`config.mk`:
```
export PLATFORM = sky130hd
export DESIGN_NAME = ltm_ram
export DESIGN_NICKNAME = d
export VERILOG_FILES = /design/src/hw/rtl/ltm_ram.sv
export SDC_FILE = /design/constraint.sdc
export NUM_CORES = 2
export LEC_CHECK = 0
export ABC_AREA = 1
export CELL_PAD_IN_SITES_DETAIL_PLACEMENT = 1
export CELL_PAD_IN_SITES_GLOBAL_PLACEMENT = 2
export CORE_MARGIN = 4
export CORE_UTILIZATION = 26
export DETAILED_ROUTE_END_ITERATION = 12
export DONT_BUFFER_PORTS = 1
export GPL_TIMING_DRIVEN = 0
export MAX_ROUTING_LAYER = met4
export PLACE_DENSITY = 0.61
export SLEW_MARGIN = 10
export SYNTH_ARGS = -nofsm -noshare
export SYNTH_HDL_FRONTEND = slang
export SYNTH_SLANG_ARGS = --single-unit
```
`constraint.sdc`:
```
create_clock -name clk -period 2.5 [get_ports clk]
set_clock_uncertainty 0.1 [all_clocks]
set_input_delay 0 -clock clk [delete_from_list [all_inputs] [get_ports clk]]
set_output_delay 0 -clock clk [all_outputs]
set_load 0.005 [all_outputs]
```
`src/hw/rtl/ltm_ram.sv`:
```
// Generic single-write, single-read RAM with registered read data.
module ltm_ram #(
  parameter int WIDTH = 16,
  parameter int DEPTH = 256
) (
  input  logic                                        clk,
  input  logic                                        we,
  input  logic [((DEPTH > 1) ? $clog2(DEPTH) : 1)-1:0] waddr,
  input  logic [WIDTH-1:0]                            wdata,
  input  logic [((DEPTH > 1) ? $clog2(DEPTH) : 1)-1:0] raddr,
  output logic [WIDTH-1:0]                            rdata
);

  logic [WIDTH-1:0] mem [DEPTH];

  always_ff @(posedge clk) begin
    if (we) begin
      mem[waddr] <= wdata;
    end
    rdata <= mem[raddr];
  end

endmodule

```
After elaboration in Yosys (flattened, before gate mapping) --
Memories as Yosys holds them, arrays and structs flattened. A register that Yosys moved wholly into a read port is not among the register bits. Index checks and enable logic that the tools add are counted. Widths: inputs -> output; s select.
Operators by class: $add $sub $neg 0, multiply operators 0, div/mod/pow operators 0, $lt $le $gt $ge 0, eq/ne operators 0, shift-type cells 0, multiplexer cells 2, bitwise logic cells 0, reduce and logical (&&, ||, !) cells 0
Operator list (number):
- $mux 1 | 2
Word-level totals: flip-flop bits (word level) 0, latch bits 0, bits in writable memories 4096, ROM bits 0, bits of input ports 34, memories 1
Memories:
- mem | words 256, bits a word 16, rd ports 1, clocked after Yosys merged registers in 1, write ports 1, line 14 | logic [WIDTH-1:0] mem [DEPTH];

Logic depth before layout (Yosys ltp) --
depth in word-level cells 2, depth in mapped cells 15, gate-level depth less buffers 11

Worst setup path after synthesis --
OpenSTA, ideal clock, no wires.
path type input -> register, from in we, to mem mem[162][0], enable pin, library setup time 0.388 ns, arrival time 1.452 ns, data required time 2.012 ns, path slack 0.560 ns, stages 4, path buffers 2, path through clkbuf_1 nand3_1 clkbuf_1 nor2_1
Between the ends: word-level cells in the longest chain between the ends 2
RTL lines:
- from (decl) | line 7 | input logic we,
- $mux 1 | line 17 | if (we) begin
- $mux 1 (implied by the code) | line 18 | mem[waddr] <= wdata;
- to (decl) | line 14
No other way between the ends.

==> summary.txt <==
Placed design
  – Placed wire-length estimate: 621,000 um
  – Post-Place Cells: between 20,000 and 25,000
  – Port bufs: 0
  – GPL Wtd Cong: 0.986

Setup path
  – Crit path capture: rdata[0]$_DFF_P_
  – Start of the worst register-to-register path: mem[3][12]$_DFFE_PP_
  – CP max FO: 12
  – R2R depth: 10
  – Launch point of the worst path: raddr[1]
  – Critical Path Source Type: input pin
  – Reg2reg end: rdata[12]$_DFF_P_
  – Crit end category: register
  – CP Class: input pin to register
  – Arr. time, crit path: 3.53 ns
  – Data required time of the critical path: approximately 3.2 ns
  – R2r setup slk: -0.13 ns

Run
  – Max-cap viol count: 0

Hold path
  – Worst min path class: input pin to register

Pwr
  – Power Density: approximately 770 nW/um2
  – Sequential share of power: between 40% and 50%
  – Clock power frac: between 40 and 50%
  – Sw frac: between 20% and 30%
  – Total Power: between 150 and 200 mW
  – Sw power: 39.9 mW
  – Leakage: 68.5 nW
  – Combinational power share: about 7.7%
  – P_int: about 120 mW
  – Peak VDD IR: 602 uV

Routing
  – Drt drc: 0
  – First-pass DRT Iterations: 6
  – Initial DRC Count: 20,297
  – Drt wl/cell: between 30 and 40 um
  – Routed Antenna Nets: 0
  – Wirelength, routed: about 900,000 um
  – Post-DR vias/cell: between 5 and 6
  – Vias post-DR: between 100k and 150k

Die
  – Starting density of the core: between 20% and 30%
  – Core ar.: ~630,000 um2
  – Die height: ~810 um
  – Full die area: between 600,000 and 700,000 um2
  – Cell Rows: between 200 and 300
  – Die W: around 810 um
  – Io pins: 50

CTS
  – H-tree levels: 5
  – CTS clk-pin slew, worst paths: approximately 0.06 ns
  – Max clock buf depth: 4
  – Number of CTS-inserted buffers: 458
  – Clk root buf: clkbuf_16
  – Clk_lat worst skew: about 1.1 ns
  – CTS sink count: between 4,000 and 5,000
  – CTS tree: done

GRT
  – First-pass GRT wire length: ~1,200,000 um
  – Initial antenna violation count: 126
  – Congestion Overflow GR: 0
  – Vias in the first global route: around 120k
  – GRT Overall Usage: approximately 28%
  – Largest net degree at the start of global routing: about 260

Timing
  – Slew headroom: -22.7%
  – Tmin final: 2.80 ns
  – Worst-Margin Slew: 1.84 ns
  – Setup Viol. Count Final: 141
  – Fin. Hold Viols: around 2,800
  – Post-route setup slack: -0.299 ns
  – Unrepaired setup endpoints after global routing: yes
  – Peak Freq: ~360 MHz
  – Slew Limit Fails: 333
  – Hold WS: -1.03 ns
  – Final period util: 112%

Synthesis
  – Synth area leader: edfxtp_1
  – Area share of the largest cell type after synthesis: between 70 and 80%
  – Synth cell types: 15
  – Seq cells post-synth: roughly 4,000
  – Net Count, Synth: 13,651
  – Ys async rst share: 0%
  – Most instantiated cells after synthesis: nand2_1 (4,211), edfxtp_1 (4,096), nand3_1 (4,035)
  – Most common cell in the netlist: nand2_1
  – Synthesized area per cell: 12.2 um2
  – Post-synth EDFFs: just over 4,000
  – Synth Instances: ~14,000
  – Predominant post-synthesis flop cell: edfxtp_1
  – Yosys warning count: 0
  – Synth top area cells: edfxtp_1 (74%), nand3_1 (12%), nand2_1 (9.5%)
  – Sequential-to-total area share from yosys stat: between 70% and 80%
  – Mapped Area: 166,000 um2

Final layout
  – Layout Cells excl Fill: approximately 23,000
  – Multi-input gate area: approximately 39,000 um2
  – FILL cells: 68,379
  – Area delta synth->final: 21.0%
  – Layout cells sized above 1: about 14%
  – Fin nets: around 14,000
  – Register area: approximately 120,000 um2

Outcome
  – Failing checks: negative hold slack, max-slew violations, negative setup slack
  – Run status: finished, violations left
[repair_timing]
item | CTS | global route
endpoints found under the setup margin | 16 | 98
gates cloned | 0 | 0
gates resized for setup | 189 | 41
pin swaps | 0 | 11
hold buffers | 41 | 9
endpoints found under the hold margin | 5977 | 3920
setup buffers | 0 | 18
[per-layer routing]
metal / track usage, % / share of wire (%)
met5: - / 0
met3: 6.99 / 11
met1: 35.8 / 40
met4: 15.5 / 6.6
met2: 39.7 / 43
[per-stage QoR]
step	utilization, %	setup WS [ns]	TNS [ns]	cell area, um2
detailed placement	29.0	-2.13	-765.94	184000
CTS	31.4	-0.0304	-0.0974	199000
global route	31.6	-0.0969	-1.22	200000
finish	31.6	-0.299	-7.59	200000
global placement	27.8	-3.33	-7577.86	176000
floorplan	-	0.560	0	166000
[power groups by stage]
stage / sequential (mW) / clock, mW / combinational, mW
after CTS: 76.1 / 67.4 / 11.1
after global routing: 76.0 / 70.3 / 12.1
after detailed placement: 77.5 / 0 / 10.9
final: 76.1 / 67.1 / 11.9
after global placement: 77.5 / 0 / 10.7
after floorplan: 77.5 / 0 / 4.70
[final cells by class]
cell class	instances	share of cell area [%]
sequential	4112	61.5
clock inverter	265	1.20
clock buffer	578	6.01
antenna	156	0.195
inverter	39	0.0755
tap	8379	5.23
buffer	936	2.79
multi-input combinational	8529	19.7
timing repair buffer	330	3.32
[worst max-delay path, stage by stage]
cell and delay, ns:
buf_4 0.20, buf_4 0.52, clkbuf_2 0.73, nand3_1 0.28, nand3_1 0.16, nand3_1 0.29
nand3_1 0.33, nand3_2 0.27, nand3_1 0.22, nand2_1 0.09, nand2_1 0.06, nand2_1 0.32
[cell usage in the layout (no fill, tap or decap), types with 77 or more instances in the layout]
master and count:
buf_12 175, buf_16 89, buf_2 450, buf_4 215, clkbuf_1 190, clkbuf_16 460, clkinv_1 123, clkinv_2 77
diode_2 156, edfxtp_1 4096, nand2_1 4208, nand3_1 3951, nand3_2 78, nor2_4 243
[kinds of logic after synthesis]
kind of cell / synth area share (%)
buffers and inverters: 3.21
AND/OR/NAND/NOR: 22.4
flip-flops: 74.4
[worst min path at each step]
stage / from / depth (start not counted) / end / slack, ns
after CTS: wdata[11] / 0 / mem[52][11]$_DFFE_PP_ / -0.98
after floorplan: wdata[0] / 0 / mem[0][0]$_DFFE_PP_ / -0.001
after global routing: wdata[1] / 0 / mem[6][1]$_DFFE_PP_ / -1.07
after global placement: wdata[9] / 0 / mem[71][9]$_DFFE_PP_ / 0.14
final: wdata[1] / 0 / mem[6][1]$_DFFE_PP_ / -1.03
after detailed placement: wdata[11] / 0 / mem[40][11]$_DFFE_PP_ / 0.15
[sequential cells by signal, indices dropped and copies added (netlist names)]
signal,count
mem,4096
rdata,16
No activity file was read; power rests on OpenSTA's default activity.
